==> src/design/ffha_pkg.sv <==
`timescale 1ns / 1ps

package ffha_pkg;

  // one row of the block table
  typedef struct packed {
    logic [23:0] offset;
    logic [23:0] size;
    logic        is_free;
  } ffha_entry_t;

  // per-operation setup handed from the sequencer to the head cell
  typedef struct packed {
    logic        alloc_en;
    logic        release_en;
    logic        init_en;
    logic        can_split;
    logic [24:0] need;
    logic [25:0] need_hdr;
    logic [26:0] need_split;
    logic [31:0] base_hdr;
    logic [31:0] want;
    logic [23:0] init_size;
  } ffha_ctl_t;

  // what the head cell found during a pass
  typedef struct packed {
    logic        found;
    logic        full;
    logic [31:0] addr;
  } ffha_hres_t;

  typedef enum logic [2:0] {
    ST_IDLE,
    ST_PREP1,
    ST_PREP2,
    ST_PREP3,
    ST_RUN,
    ST_HOLD
  } ffha_state_t;

  localparam logic [1:0] OP_INIT    = 2'd0;
  localparam logic [1:0] OP_ALLOC   = 2'd1;
  localparam logic [1:0] OP_RELEASE = 2'd2;

  localparam logic [2:0] STS_OK         = 3'd0;
  localparam logic [2:0] STS_NO_FIT     = 3'd1;
  localparam logic [2:0] STS_NULL       = 3'd2;
  localparam logic [2:0] STS_NOT_FOUND  = 3'd3;
  localparam logic [2:0] STS_NO_HEAP    = 3'd4;
  localparam logic [2:0] STS_TABLE_FULL = 3'd5;

  localparam logic REG_HEAP_BASE   = 1'b0;
  localparam logic REG_HEAP_LENGTH = 1'b1;

  // cycles between reading a row at the head and writing its result at the tail
  localparam int unsigned LAG = 3;

endpackage

==> src/design/ffha_cell.sv <==
`timescale 1ns / 1ps

module ffha_cell (
  input  logic                clk,
  input  logic                shift,
  input  ffha_pkg::ffha_entry_t d,
  output ffha_pkg::ffha_entry_t q
);

  ffha_pkg::ffha_entry_t row_r;

  always_ff @(posedge clk) begin
    if (shift) begin
      row_r <= d;
    end
  end

  assign q = row_r;

endmodule

==> src/design/ffha_head.sv <==
`timescale 1ns / 1ps

module ffha_head #(
  parameter int unsigned HDR_BYTES = 24
) (
  input  logic                  clk,
  input  logic                  rst_n,
  input  logic                  clr,
  input  logic                  step,
  input  logic                  first,
  input  logic                  in_v,
  input  logic                  emit_en,
  input  ffha_pkg::ffha_entry_t in_entry,
  input  ffha_pkg::ffha_ctl_t   ctl,
  output logic                  out_v,
  output ffha_pkg::ffha_entry_t out_entry,
  output ffha_pkg::ffha_hres_t  res
);

  localparam int unsigned QD = 4;
  localparam int unsigned QW = $clog2(QD);

  ffha_pkg::ffha_entry_t q_r [QD];
  ffha_pkg::ffha_entry_t q_nxt [QD];
  logic [QW:0]           qcnt_r, qcnt_nxt;
  ffha_pkg::ffha_entry_t acc_r, acc_nxt;
  logic                  acc_v_r, acc_v_nxt;
  ffha_pkg::ffha_hres_t  res_r, res_nxt;

  logic                  pop, take_acc;
  logic                  n1_v, n2_v;
  ffha_pkg::ffha_entry_t n1, n2;

  always_comb begin
    pop      = emit_en && (qcnt_r != '0);
    take_acc = emit_en && (qcnt_r == '0) && acc_v_r;
    out_v    = pop || take_acc;
    out_entry = pop ? q_r[0] : acc_r;

    // rows produced by this step
    n1_v    = 1'b0;
    n2_v    = 1'b0;
    n1      = in_entry;
    n2      = in_entry;
    res_nxt = res_r;
    if (step) begin
      if (first && ctl.init_en) begin
        n1_v         = 1'b1;
        n1.offset    = '0;
        n1.size      = ctl.init_size;
        n1.is_free   = 1'b1;
      end else if (in_v) begin
        n1_v = 1'b1;
        if (ctl.alloc_en && !res_r.found && in_entry.is_free &&
            ({1'b0, in_entry.size} >= ctl.need)) begin
          res_nxt.found = 1'b1;
          res_nxt.addr  = ctl.base_hdr + 32'(in_entry.offset);
          n1.is_free    = 1'b0;
          if ({3'b000, in_entry.size} >= ctl.need_split) begin
            if (ctl.can_split) begin
              n1.size    = ctl.need[23:0];
              n2_v       = 1'b1;
              n2.offset  = in_entry.offset + ctl.need_hdr[23:0];
              n2.size    = in_entry.size - ctl.need_hdr[23:0];
              n2.is_free = 1'b1;
            end else begin
              res_nxt.full = 1'b1;
            end
          end
        end else if (ctl.release_en && !res_r.found &&
                     (ctl.want == 32'(in_entry.offset))) begin
          res_nxt.found = 1'b1;
          n1.is_free    = 1'b1;
        end
      end
    end

    // small queue behind an accumulator that merges free neighbours
    q_nxt     = q_r;
    qcnt_nxt  = qcnt_r;
    acc_nxt   = acc_r;
    acc_v_nxt = acc_v_r && !take_acc;
    if (pop) begin
      for (int i = 0; i < QD - 1; i++) begin
        q_nxt[i] = q_r[i + 1];
      end
      qcnt_nxt = qcnt_r - 1'b1;
    end
    if (n1_v) begin
      if (acc_v_nxt && acc_nxt.is_free && n1.is_free) begin
        acc_nxt.size = acc_nxt.size + 24'(HDR_BYTES) + n1.size;
      end else begin
        if (acc_v_nxt) begin
          q_nxt[qcnt_nxt[QW-1:0]] = acc_nxt;
          qcnt_nxt = qcnt_nxt + 1'b1;
        end
        acc_nxt   = n1;
        acc_v_nxt = 1'b1;
      end
    end
    if (n2_v) begin
      q_nxt[qcnt_nxt[QW-1:0]] = acc_nxt;
      qcnt_nxt = qcnt_nxt + 1'b1;
      acc_nxt  = n2;
    end
  end

  always_ff @(posedge clk) begin
    if (!rst_n) begin
      qcnt_r  <= '0;
      acc_v_r <= 1'b0;
      res_r   <= '0;
    end else if (clr) begin
      qcnt_r  <= '0;
      acc_v_r <= 1'b0;
      res_r   <= '0;
    end else begin
      qcnt_r  <= qcnt_nxt;
      acc_v_r <= acc_v_nxt;
      res_r   <= res_nxt;
    end
  end

  always_ff @(posedge clk) begin
    q_r   <= q_nxt;
    acc_r <= acc_nxt;
  end

  assign res = res_r;

`ifndef SYNTHESIS
  a_queue_bound: assert property (@(posedge clk) disable iff (!rst_n)
    qcnt_r < (QW + 1)'(QD))
    else $error("head queue overrun");
`endif

endmodule

==> src/design/first_fit_heap_allocator_unit.sv <==
`timescale 1ns / 1ps

// first-fit heap allocator over a table of MAX_BLOCKS rows held in a ring of cells
//
// channels: input beats carry an op (init, allocate, release), a request size and a
// release address; every input beat gives exactly one output beat with the payload
// address, a status code and the free byte count. cfg_write_en with cfg_index and
// cfg_data sets heap base and heap length; write them only while the unit is idle.
// sequence: an accepted beat runs through the setup states PREP1, PREP2 and PREP3 (rounding
// and checks), then a full rotation of the row ring through the head cell, then the hold
// state that posts the result to the output register.
// one beat at a time: a new beat is not taken until the previous one has left the hold
// state; every row passes the head cell once per beat.
// in_stall is high while a beat is in work; a new beat is taken while the previous
// result still waits in the output register.
// reset: heap is not set up, config registers are zero, no output beat pending.
// out_stall: the result is held steady; a finished beat waits until the output
// register is free before the unit goes idle again.
module first_fit_heap_allocator_unit #(
  parameter int unsigned ALIGN_BYTES  = 8,
  parameter int unsigned HEADER_BYTES = 24,
  parameter int unsigned MAX_BLOCKS   = 64
) (
  input  logic        clk,
  input  logic        rst_n,
  input  logic        in_valid,
  output logic        in_stall,
  input  logic [1:0]  in_op,
  input  logic [23:0] in_request_bytes,
  input  logic [31:0] in_release_address,
  output logic        out_valid,
  input  logic        out_stall,
  output logic [31:0] out_payload_address,
  output logic [2:0]  out_status,
  output logic [23:0] out_free_bytes,
  input  logic        cfg_write_en,
  input  logic        cfg_index,
  input  logic [31:0] cfg_data
);

  localparam int unsigned HDR   = ((HEADER_BYTES + ALIGN_BYTES - 1) / ALIGN_BYTES) * ALIGN_BYTES;
  localparam int unsigned AL    = $clog2(ALIGN_BYTES);
  localparam int unsigned PW    = AL + 1;
  localparam int unsigned CW    = $clog2(MAX_BLOCKS + 1);
  localparam int unsigned STEPS = MAX_BLOCKS + ffha_pkg::LAG;
  localparam int unsigned SW    = $clog2(STEPS);
  // reciprocal constants for exact division by ALIGN_BYTES
  localparam int unsigned SH_B  = 32 + AL;
  localparam int unsigned SH_R  = 24 + AL;
  localparam logic [71:0] M_B   = ((72'd1 << SH_B) + 72'(ALIGN_BYTES) - 72'd1) / 72'(ALIGN_BYTES);
  localparam logic [71:0] M_R   = ((72'd1 << SH_R) + 72'(ALIGN_BYTES) - 72'd1) / 72'(ALIGN_BYTES);

  ffha_pkg::ffha_state_t state_r, state_nxt;

  // configuration
  logic [31:0] heap_base_r;
  logic [23:0] heap_length_r;

  // accepted beat
  logic [1:0]  op_r;
  logic [23:0] req_r;
  logic [31:0] rel_r;

  // heap state
  logic [CW-1:0] block_count_r;
  logic [31:0]   aligned_base_r;
  logic [23:0]   free_total_r;

  // setup pipeline
  logic [31:0]   q_base_r;
  logic [23:0]   q_req_r;
  logic [32:0]   al_r;
  logic [PW-1:0] pad_r;
  logic [24:0]   need_r;
  logic          heap_up_r;
  ffha_pkg::ffha_ctl_t ctl_r;

  // pass bookkeeping
  logic [SW-1:0] step_r;
  logic [CW-1:0] cnt_r, cnt_nxt;
  logic [23:0]   sum_r, sum_nxt;

  // pending result and output register
  logic [31:0] res_addr_r;
  logic [2:0]  res_status_r;
  logic        out_valid_r;
  logic [31:0] out_addr_r;
  logic [2:0]  out_status_r;
  logic [23:0] out_free_r;

  // ring and head
  ffha_pkg::ffha_entry_t ring_q [MAX_BLOCKS];
  ffha_pkg::ffha_entry_t tail_entry;
  logic                  emit_v;
  ffha_pkg::ffha_hres_t  head_res;
  logic                  run, last_step, out_free, accept;

  // setup arithmetic
  logic [71:0]   prod_b, prod_r;
  logic [31:0]   rem_b;
  logic [23:0]   rem_r;
  logic [PW-1:0] pad_b, pad_q;
  logic [24:0]   need_b;
  logic          init_ok;
  logic [23:0]   hdr24;
  logic [2:0]    status_fin;

  assign accept    = in_valid && !in_stall;
  assign run       = (state_r == ffha_pkg::ST_RUN);
  assign last_step = (step_r == SW'(STEPS - 1));
  assign out_free  = !out_valid_r || !out_stall;
  assign in_stall  = (state_r != ffha_pkg::ST_IDLE);
  assign hdr24     = 24'(HDR);

  // config writes
  always_ff @(posedge clk) begin
    if (!rst_n) begin
      heap_base_r   <= '0;
      heap_length_r <= '0;
    end else if (cfg_write_en) begin
      unique case (cfg_index)
        ffha_pkg::REG_HEAP_BASE:   heap_base_r   <= cfg_data;
        ffha_pkg::REG_HEAP_LENGTH: heap_length_r <= cfg_data[23:0];
        default: ;
      endcase
    end
  end

  // quotients by reciprocal multiply, then remainders, then round up
  assign prod_b = 72'(heap_base_r) * M_B;
  assign prod_r = 72'(in_request_bytes) * M_R;
  assign rem_b  = heap_base_r - 32'(64'(q_base_r) * 64'(ALIGN_BYTES));
  assign rem_r  = req_r - 24'(48'(q_req_r) * 48'(ALIGN_BYTES));
  assign pad_b  = (rem_b == '0) ? '0 : PW'(ALIGN_BYTES - 32'(rem_b[PW-1:0]));
  assign pad_q  = (rem_r == '0) ? '0 : PW'(ALIGN_BYTES - 32'(rem_r[PW-1:0]));
  assign need_b = 25'(req_r) + 25'(pad_q);
  assign init_ok = (heap_base_r != '0) && (heap_length_r > hdr24) && !al_r[32] &&
                   (24'(pad_r) < heap_length_r) &&
                   ((heap_length_r - 24'(pad_r)) > hdr24);

  // sequencer
  always_comb begin
    state_nxt = state_r;
    unique case (state_r)
      ffha_pkg::ST_IDLE:  if (accept) state_nxt = ffha_pkg::ST_PREP1;
      ffha_pkg::ST_PREP1: state_nxt = ffha_pkg::ST_PREP2;
      ffha_pkg::ST_PREP2: state_nxt = ffha_pkg::ST_PREP3;
      ffha_pkg::ST_PREP3: state_nxt = ffha_pkg::ST_RUN;
      ffha_pkg::ST_RUN:   if (last_step) state_nxt = ffha_pkg::ST_HOLD;
      ffha_pkg::ST_HOLD:  if (out_free) state_nxt = ffha_pkg::ST_IDLE;
      default:            state_nxt = ffha_pkg::ST_IDLE;
    endcase
  end

  always_ff @(posedge clk) begin
    if (!rst_n) begin
      state_r <= ffha_pkg::ST_IDLE;
    end else begin
      state_r <= state_nxt;
    end
  end

  // beat capture and setup stages
  always_ff @(posedge clk) begin
    if (accept) begin
      op_r    <= in_op;
      req_r   <= in_request_bytes;
      rel_r   <= in_release_address;
      q_req_r <= 24'(prod_r >> SH_R);
    end
    if (state_r == ffha_pkg::ST_PREP1) begin
      q_base_r <= 32'(prod_b >> SH_B);
    end
    if (state_r == ffha_pkg::ST_PREP2) begin
      al_r   <= 33'(heap_base_r) + 33'(pad_b);
      pad_r  <= pad_b;
      need_r <= need_b;
    end
    if (state_r == ffha_pkg::ST_PREP3) begin
      heap_up_r            <= (block_count_r != '0);
      ctl_r.alloc_en       <= (op_r == ffha_pkg::OP_ALLOC) && (block_count_r != '0) &&
                              (need_r != '0);
      ctl_r.release_en     <= (op_r == ffha_pkg::OP_RELEASE) && (rel_r != '0) &&
                              (block_count_r != '0);
      ctl_r.init_en        <= (op_r == ffha_pkg::OP_INIT) && init_ok;
      ctl_r.can_split      <= (block_count_r < CW'(MAX_BLOCKS));
      ctl_r.need           <= need_r;
      ctl_r.need_hdr       <= 26'(need_r) + 26'(HDR);
      ctl_r.need_split     <= 27'(need_r) + 27'(HDR) + 27'(ALIGN_BYTES);
      ctl_r.base_hdr       <= aligned_base_r + 32'(HDR);
      ctl_r.want           <= rel_r - aligned_base_r - 32'(HDR);
      ctl_r.init_size      <= heap_length_r - 24'(pad_r) - hdr24;
    end
  end

  // rotation of the row ring; the head writes the rebuilt table at the tail
  for (genvar g = 0; g < MAX_BLOCKS; g++) begin : g_ring
    if (g == MAX_BLOCKS - 1) begin : g_tail
      ffha_cell u_cell (.clk(clk), .shift(run), .d(tail_entry), .q(ring_q[g]));
    end else begin : g_mid
      ffha_cell u_cell (.clk(clk), .shift(run), .d(ring_q[g + 1]), .q(ring_q[g]));
    end
  end

  // an init drops the old rows, whether or not the new heap is valid
  ffha_head #(.HDR_BYTES(HDR)) u_head (
    .clk      (clk),
    .rst_n    (rst_n),
    .clr      (state_r == ffha_pkg::ST_PREP3),
    .step     (run),
    .first    (step_r == '0),
    .in_v     ((step_r < SW'(block_count_r)) && (op_r != ffha_pkg::OP_INIT)),
    .emit_en  (run && (step_r >= SW'(ffha_pkg::LAG))),
    .in_entry (ring_q[0]),
    .ctl      (ctl_r),
    .out_v    (emit_v),
    .out_entry(tail_entry),
    .res      (head_res)
  );

  // count and free-byte sum of the rows written back
  assign cnt_nxt = cnt_r + CW'(emit_v);
  assign sum_nxt = (emit_v && tail_entry.is_free) ? sum_r + tail_entry.size : sum_r;

  always_comb begin
    status_fin = ffha_pkg::STS_OK;
    unique case (op_r)
      ffha_pkg::OP_INIT: begin
        status_fin = ctl_r.init_en ? ffha_pkg::STS_OK : ffha_pkg::STS_NO_HEAP;
      end
      ffha_pkg::OP_ALLOC: begin
        priority if (!heap_up_r)     status_fin = ffha_pkg::STS_NO_HEAP;
        else if (need_r == '0)       status_fin = ffha_pkg::STS_NO_FIT;
        else if (!head_res.found)    status_fin = ffha_pkg::STS_NO_FIT;
        else if (head_res.full)      status_fin = ffha_pkg::STS_TABLE_FULL;
        else                         status_fin = ffha_pkg::STS_OK;
      end
      ffha_pkg::OP_RELEASE: begin
        priority if (rel_r == '0)    status_fin = ffha_pkg::STS_NULL;
        else if (!heap_up_r)         status_fin = ffha_pkg::STS_NO_HEAP;
        else if (head_res.found)     status_fin = ffha_pkg::STS_OK;
        else                         status_fin = ffha_pkg::STS_NOT_FOUND;
      end
      default: status_fin = ffha_pkg::STS_OK;
    endcase
  end

  always_ff @(posedge clk) begin
    if (!rst_n) begin
      step_r         <= '0;
      cnt_r          <= '0;
      sum_r          <= '0;
      block_count_r  <= '0;
      aligned_base_r <= '0;
      free_total_r   <= '0;
    end else begin
      if (state_r == ffha_pkg::ST_PREP3) begin
        step_r <= '0;
        cnt_r  <= '0;
        sum_r  <= '0;
        if (op_r == ffha_pkg::OP_INIT) begin
          aligned_base_r <= init_ok ? al_r[31:0] : '0;
        end
      end else if (run) begin
        step_r <= step_r + 1'b1;
        cnt_r  <= cnt_nxt;
        sum_r  <= sum_nxt;
        if (last_step) begin
          block_count_r <= cnt_nxt;
          free_total_r  <= sum_nxt;
        end
      end
    end
  end

  always_ff @(posedge clk) begin
    if (run && last_step) begin
      res_status_r <= status_fin;
      res_addr_r   <= (ctl_r.alloc_en && head_res.found) ? head_res.addr : '0;
    end
  end

  // output register
  always_ff @(posedge clk) begin
    if (!rst_n) begin
      out_valid_r <= 1'b0;
    end else if ((state_r == ffha_pkg::ST_HOLD) && out_free) begin
      out_valid_r <= 1'b1;
    end else if (!out_stall) begin
      out_valid_r <= 1'b0;
    end
  end

  always_ff @(posedge clk) begin
    if ((state_r == ffha_pkg::ST_HOLD) && out_free) begin
      out_addr_r   <= res_addr_r;
      out_status_r <= res_status_r;
      out_free_r   <= free_total_r;
    end
  end

  assign out_valid           = out_valid_r;
  assign out_payload_address = out_addr_r;
  assign out_status          = out_status_r;
  assign out_free_bytes      = out_free_r;

`ifndef SYNTHESIS
  a_count_bound: assert property (@(posedge clk) disable iff (!rst_n)
    block_count_r <= CW'(MAX_BLOCKS))
    else $error("block count above table size");

  a_result_from_hold: assert property (@(posedge clk) disable iff (!rst_n)
    $rose(out_valid_r) |-> $past(state_r == ffha_pkg::ST_HOLD))
    else $error("output beat without finished pass");

  a_writeback_lag: assert property (@(posedge clk) disable iff (!rst_n)
    run |-> (SW'(cnt_r) <= step_r))
    else $error("more rows written back than steps taken");
`endif

endmodule
==> config.mk <==
export PLATFORM = sky130hd
export DESIGN_NAME = first_fit_heap_allocator_unit
export DESIGN_NICKNAME = d
export VERILOG_FILES = /design/src/design/ffha_pkg.sv /design/src/design/ffha_cell.sv /design/src/design/ffha_head.sv /design/src/design/first_fit_heap_allocator_unit.sv
export SDC_FILE = /design/constraint.sdc
export NUM_CORES = 2
export LEC_CHECK = 0
export ABC_AREA = 1
export ABC_CLOCK_PERIOD_IN_PS = 101700
export BUFFER_PORTS_ARGS = -buffer_cell sky130_fd_sc_hd__buf_2
export CAP_MARGIN = 20
export CELL_PAD_IN_SITES_DETAIL_PLACEMENT = 1
export CELL_PAD_IN_SITES_GLOBAL_PLACEMENT = 1
export CORE_ASPECT_RATIO = 0.9
export CORE_MARGIN = 4
export CORE_UTILIZATION = 40
export CTS_BUF_LIST = sky130_fd_sc_hd__clkbuf_8
export CTS_CLUSTER_SIZE = 14
export DETAILED_ROUTE_END_ITERATION = 12
export PLACE_DENSITY_LB_ADDON = 0.12
export SYNTH_ARGS = -nofsm -noshare
export SYNTH_HDL_FRONTEND = slang
export SYNTH_HIERARCHICAL = 1
export SYNTH_SLANG_ARGS = --single-unit
==> constraint.sdc <==
create_clock -name clk -period 101.7 [get_ports clk]
set_clock_uncertainty 0.15 [all_clocks]
set_input_delay 20.34 -clock clk [delete_from_list [all_inputs] [get_ports clk]]
set_output_delay 20.34 -clock clk [all_outputs]
set_load 0.05 [all_outputs]
; ---- Word level (Yosys, flattened, before mapping)
; Index checks and enable logic that the tools add are counted.
[classes]
add_sub_neg = 25
magnitude_cmp = 12
n_eq_ne = 13
n_mux = 69
bitwise_logic = 7
reduce_logical = 63
[op_table]
columns = op, n
row1 = 196-bit 2-to-1 mux, 4
row2 = 49-bit 2-to-1 mux, 12
row3 = 196-bit bitwise mux, 2
row4 = 49-bit demux with 2-bit select, 2
row5 = 24-bit 2-to-1 mux, 7
row6 = 147-bit 2-to-1 mux, 1
row7 = 24-bit adder, 3
row8 = 32-bit zero test, 2
row9 = 32-bit nonzero test, 2
row10 = 32-bit subtractor, 2
row11 = 25-bit 2-to-1 mux, 2
row12 = "24-bit by 5-bit adder with 24-bit output, second input constant", 2
row13 = "24-bit by 5-bit > comparator with 1-bit output, second input constant", 2
row14 = 24-bit subtractor, 2
row15 = 3-bit 2-to-1 mux, 15
row16 = 32-bit by 4-bit adder with 33-bit output, 1
row17 = 32-bit by 24-bit adder with 32-bit output, 1
row18 = "32-bit by 5-bit adder with 32-bit output, second input constant", 1
row19 = 32-bit by 24-bit equality test with 1-bit output, 1
row20 = 32-bit 2-to-1 mux, 1
row21 = "32-bit by 5-bit subtractor with 32-bit output, second input constant", 1
row22 = 1-bit logical AND, 30
row23 = "26-bit by 4-bit adder with 27-bit output, second input constant", 1
row24 = 24-bit by 27-bit greater-or-equal comparator with 1-bit output, 1
row25 = 47 further kinds, 91
[word_totals]
ff_bits = 4013
in_bits = 96
output_inout_bits = 61
word_cells = 435

; ---- Depth between registers and ports, before layout
[depth]
ltp_word = 18
ltp_mapped = 37
mapped_depth_nobuf = 37

; ---- Cells and area by module
; Netlist, hierarchy kept.
[by_module_without_submodules]
columns = mod, instances, cells_each, area_per_inst_um2, seq_area_each_um2
row1 = ffha_cell, 64, 49, 1471.4, 1471.4
row2 = first_fit_heap_allocator_unit, 1, 3221, 29171.7, 15384.8
row3 = ffha_head, 1, 4160, 24427.2, 5665.4

; ---- Least setup slack after synthesis
; Ideal clock, no wire load.
[synth_path]
path_type = register -> register
from = reg state_r[0]
to = reg u_head/q_r[24] (netlist name)
setup_ns = 0.120
arrival_ns = 97.870
required_time_ns = 101.430
path_slack_ns = 3.560
stages_incl_launch_ff = 27
n_path_buf = 4
synth_period_minus_slack_ns = 98.140
path_cell_list = dfxtp_1 -> nor2_1 -> inv_1 -> nor2_1 -> clkbuf_1 -> buf_2 -> inv_2 -> clkbuf_1 -> clkbuf_1 -> nand2_1 -> nand2_1 -> ha_1 -> ha_1 -> inv_1 -> fa_1 -> o21ai_0 -> a21oi_1 -> o21ai_0 -> nand3_1 -> nand3_1 -> xnor2_1 -> nor2_1 -> inv_1 -> nand2_1 -> nand3_1 -> nand3_1 -> nand2_1
[synth_lines]
columns = element, line_no
row1 = start: declaration, first_fit_heap_allocator_unit.sv:53  ; ffha_pkg::ffha_state_t state_r, state_nxt;
row2 = start signal: assignment, first_fit_heap_allocator_unit.sv:157  ; state_r <= ffha_pkg::ST_IDLE;
row3 = start signal: assignment, first_fit_heap_allocator_unit.sv:159  ; state_r <= state_nxt;
row4 = end signal: assignment, ffha_head.sv:125  ; q_r <= q_nxt;
row5 = end: declaration, ffha_head.sv:23  ; ffha_pkg::ffha_entry_t q_r [QD];

; ---- Final worst setup path
[layout_path]
from = reg state_r[0]
to = out in_stall
[layout_between]
elab_chain_cells = 1
[layout_lines]
columns = element, line_no
row1 = 3-bit nonzero test, first_fit_heap_allocator_unit.sv:112  ; assign in_stall = (state_r != ffha_pkg::ST_IDLE);
row2 = end: declaration, first_fit_heap_allocator_unit.sv:27  ; output logic in_stall,
; No other way between the ends.

==> flow_summary_export.csv <==
group,metric,value,unit
critical_path,cp_num_buf_inv,3,
drt,ant_nets,0,
drt,drt_iter0_drc,7538,
critical_path,cp_cell_sequence,"nor2_1 > inv_1 > nor2_1 > inv_1 > buf_2",
pwr,p_leak,61.3,nW
synthesis,synthCells,10500,
timing,final.setup.tns,0,ps
placed_design,globalplace.congestion,0.898,
critical_path,cp_top_family,"buffers and inverters",
critical_path,crit_end,"in_stall",
die,die_h,584,um
layout,nets,11600,
layout,fill_cells,37400,
timing,hold_viol_final,0,
critical_path,r2r_slack,93930,ps
timing,setup_violations,0,
global_routing,antenna_found_initial,24,
drt,drc,0,
clock_network,cts-root-buf,"clkbuf_8",
clock_network,htreeDepth,6,
clock_network,cts_num_sinks,3983,
die,core_region_area,0.367,mm^2
clock_network,clkTransAtPathRegs,60,ps
global_routing,grt_max_degree,202,
drt,drt_first_pass_iters,6,
clock_network,clk_latency,1160,ps
drt,avgViaCountPerCell,5.01,
timing,hold_ws,226,ps
critical_path,critical_path_class,"reg -> out",
die,num_rows,211,
die,ioPinCount,157,
timing,period_share,22.4,%
die,die_w,649,um
global_routing,grt_usage,19.6,%
timing,rsz0062_at_grt,"false",
synthesis,syn-num-nets,10900,
worst_hold_path,hold_path.class,"reg -> reg",
synthesis,avgSynthCellArea,14.0,um^2
clock_network,numCtsBuffers,636,
placed_design,portBuffers,156,
critical_path,crit_path_start,"state_r[0]$_SDFFE_PN0P_",
clock_network,cts_hold_buf,0,
timing,slew_headroom,19.9,%
outcome,status,"complete, no violations",
timing,layout_setup_ws,78950,ps
layout,seq_area,0.115,mm^2
global_routing,globalRouteOverflowTotal,0,
drt,vias,83100,
timing,slew_viol_final,0,
critical_path,start_kind,"flop",
critical_path,crit_cells,5,
layout,syn_to_final_growth,12.8,%
synthesis,syn-cell-area,0.148,mm^2
drt,wl_per_cell,22.8,um
critical_path,path_max_fanout,5,
critical_path,cp-end-kind,"output port",
critical_path,rr_worst_depth,11,
critical_path,arrival,2260,ps
timing,max_freq,44.0,MHz
drt,wl,379000,um
layout,multiInputGateArea,0.0276,mm^2
critical_path,rr_endpoint,"g_ring[38].g_mid.u_cell/q[40]$_DFFE_PP_",
timing,min_period,22750,ps
placed_design,dp_slack,78210,ps
placed_design,place_hpwl,255000,um
timing,tightest_slew,1190,ps
critical_path,crit_slowest_cell,"dfxtp_1",
layout,layout-drive-gt1-share,10.6,%
critical_path,cp.required,81210,ps
job,maxCapViolations,0,
clock_network,cts_buffer_depth,4,
pwr,p_per_area,27.8,mW/mm^2
synthesis,synth_warnings,6,
critical_path,critPathMaxStageDelay,410,ps
global_routing,grt_pass1_wl,557000,um
global_routing,grt_pass1_vias,86000,
die,dieArea,0.379,mm^2
clock_network,postCtsResizedCells,0,
die,start_util,40.2,%
clock_network,cts_setup_buffers,0,
pwr,p_total,4.63,mW
pwr,peakVddDrop,0.0200,mV
clock_network,cts_tree,"yes",
critical_path,r2r_start,"state_r[2]$_SDFFE_PN0P_",
## routing by layer
layer  vias up  global-route usage [%]  wire [um]
met5         -                       0         13
met4         2                    5.69       9970
met3       601                    3.46      22500
met2      2141                    29.2     164000
met1     42000                    29.6     182000
li1      38400                       -          -
## how the worst min path moves through the flow
| stage | startpoint | slack, ps | cells after the start | to |
|---|---|---|---|---|
| 2_1_floorplan | g_ring[1].g_mid.u_cell/q[0]$_DFFE_PP_ | 250 | 0 | g_ring[0].g_mid.u_cell/q[0]$_DFFE_PP_ |
| 3_3_place_gp | g_ring[23].g_mid.u_cell/q[9]$_DFFE_PP_ | 250 | 0 | g_ring[22].g_mid.u_cell/q[9]$_DFFE_PP_ |
| 6_report | g_ring[12].g_mid.u_cell/q[9]$_DFFE_PP_ | 230 | 0 | g_ring[11].g_mid.u_cell/q[9]$_DFFE_PP_ |
| 4_1_cts | g_ring[23].g_mid.u_cell/q[5]$_DFFE_PP_ | 220 | 0 | g_ring[22].g_mid.u_cell/q[5]$_DFFE_PP_ |
| 3_5_place_dp | g_ring[32].g_mid.u_cell/q[2]$_DFFE_PP_ | 260 | 0 | g_ring[31].g_mid.u_cell/q[2]$_DFFE_PP_ |
| 5_1_grt | g_ring[23].g_mid.u_cell/q[5]$_DFFE_PP_ | 220 | 0 | g_ring[22].g_mid.u_cell/q[5]$_DFFE_PP_ |
## cells in the final DEF, fill, tap and decap left out, types with 18 or more instances in the layout
master	n
inv_2	18
nand2_2	22
edfxtp_1	3539
nor2_2	19
clkbuf_8	655
or2_2	35
nand2_1	2157
a31oi_1	24
nor2_1	513
nor3_1	73
xor2_1	178
nand3_1	466
a21o_1	21
clkinv_2	45
buf_4	122
o211ai_1	73
inv_1	1222
ha_1	313
nand4_1	112
xnor2_1	87
dfxtp_1	444
clkinv_1	133
a21oi_1	370
buf_2	156
o21ai_0	536
o21ai_1	58
nor4_1	42
## worst register-to-register path: stages (launching register included)
cell	delay [ps]
dfxtp_1	460
inv_1	140
nor2_4	320
buf_4	530
buf_4	740
buf_4	710
buf_4	890
buf_4	930
buf_4	800
buf_4	420
buf_16	350
buf_4	870
## flip-flops by register name, summed over array words and instances, names as in the netlist, 24 cells and up
signal and cells:
need_r 25, sum_r 24, rel_r 32, u_head/q_r 196
al_r 33, heap_length_r 24, u_head/acc_r 49, res_addr_r 32
free_total_r 24, heap_base_r 32, u_head/res 34, aligned_base_r 32
g_ring.g_mid.u_cell/q 3087, g_ring.g_tail.u_cell/q 49, out_free_bytes 24, q_base_r 29
req_r 24, ctl_r 159, out_payload_address 32
## layout make-up
type	instances	share of cell area (%)
sequential	3983	69.1
multi-input combinational	5253	16.6
clock buffer	655	5.41
tap	4899	3.68
inverter	1019	2.30
clock inverter	475	1.62
timing repair buffer	299	1.30
antenna	8	0.0120
## per-stage QoR
stage	area (um^2)	cells	util [%]
after global placement	154000	15400	42.0
after CTS	166000	16600	45.3
final	167000	16600	45.3
after global routing	167000	16600	45.3
after floorplan	148000	10500	-
after detailed placement	155000	15400	42.1
## power breakdown
part	total [mW]	leakage (nW)	internal (mW)	switching [mW]
registers	2.52	36.0	2.35	0.168
clock network	1.27	6.80	0.637	0.633
logic	0.837	18.4	0.199	0.638
total	4.63	61.3	3.19	1.44
No activity file was read; power rests on OpenSTA's default activity.
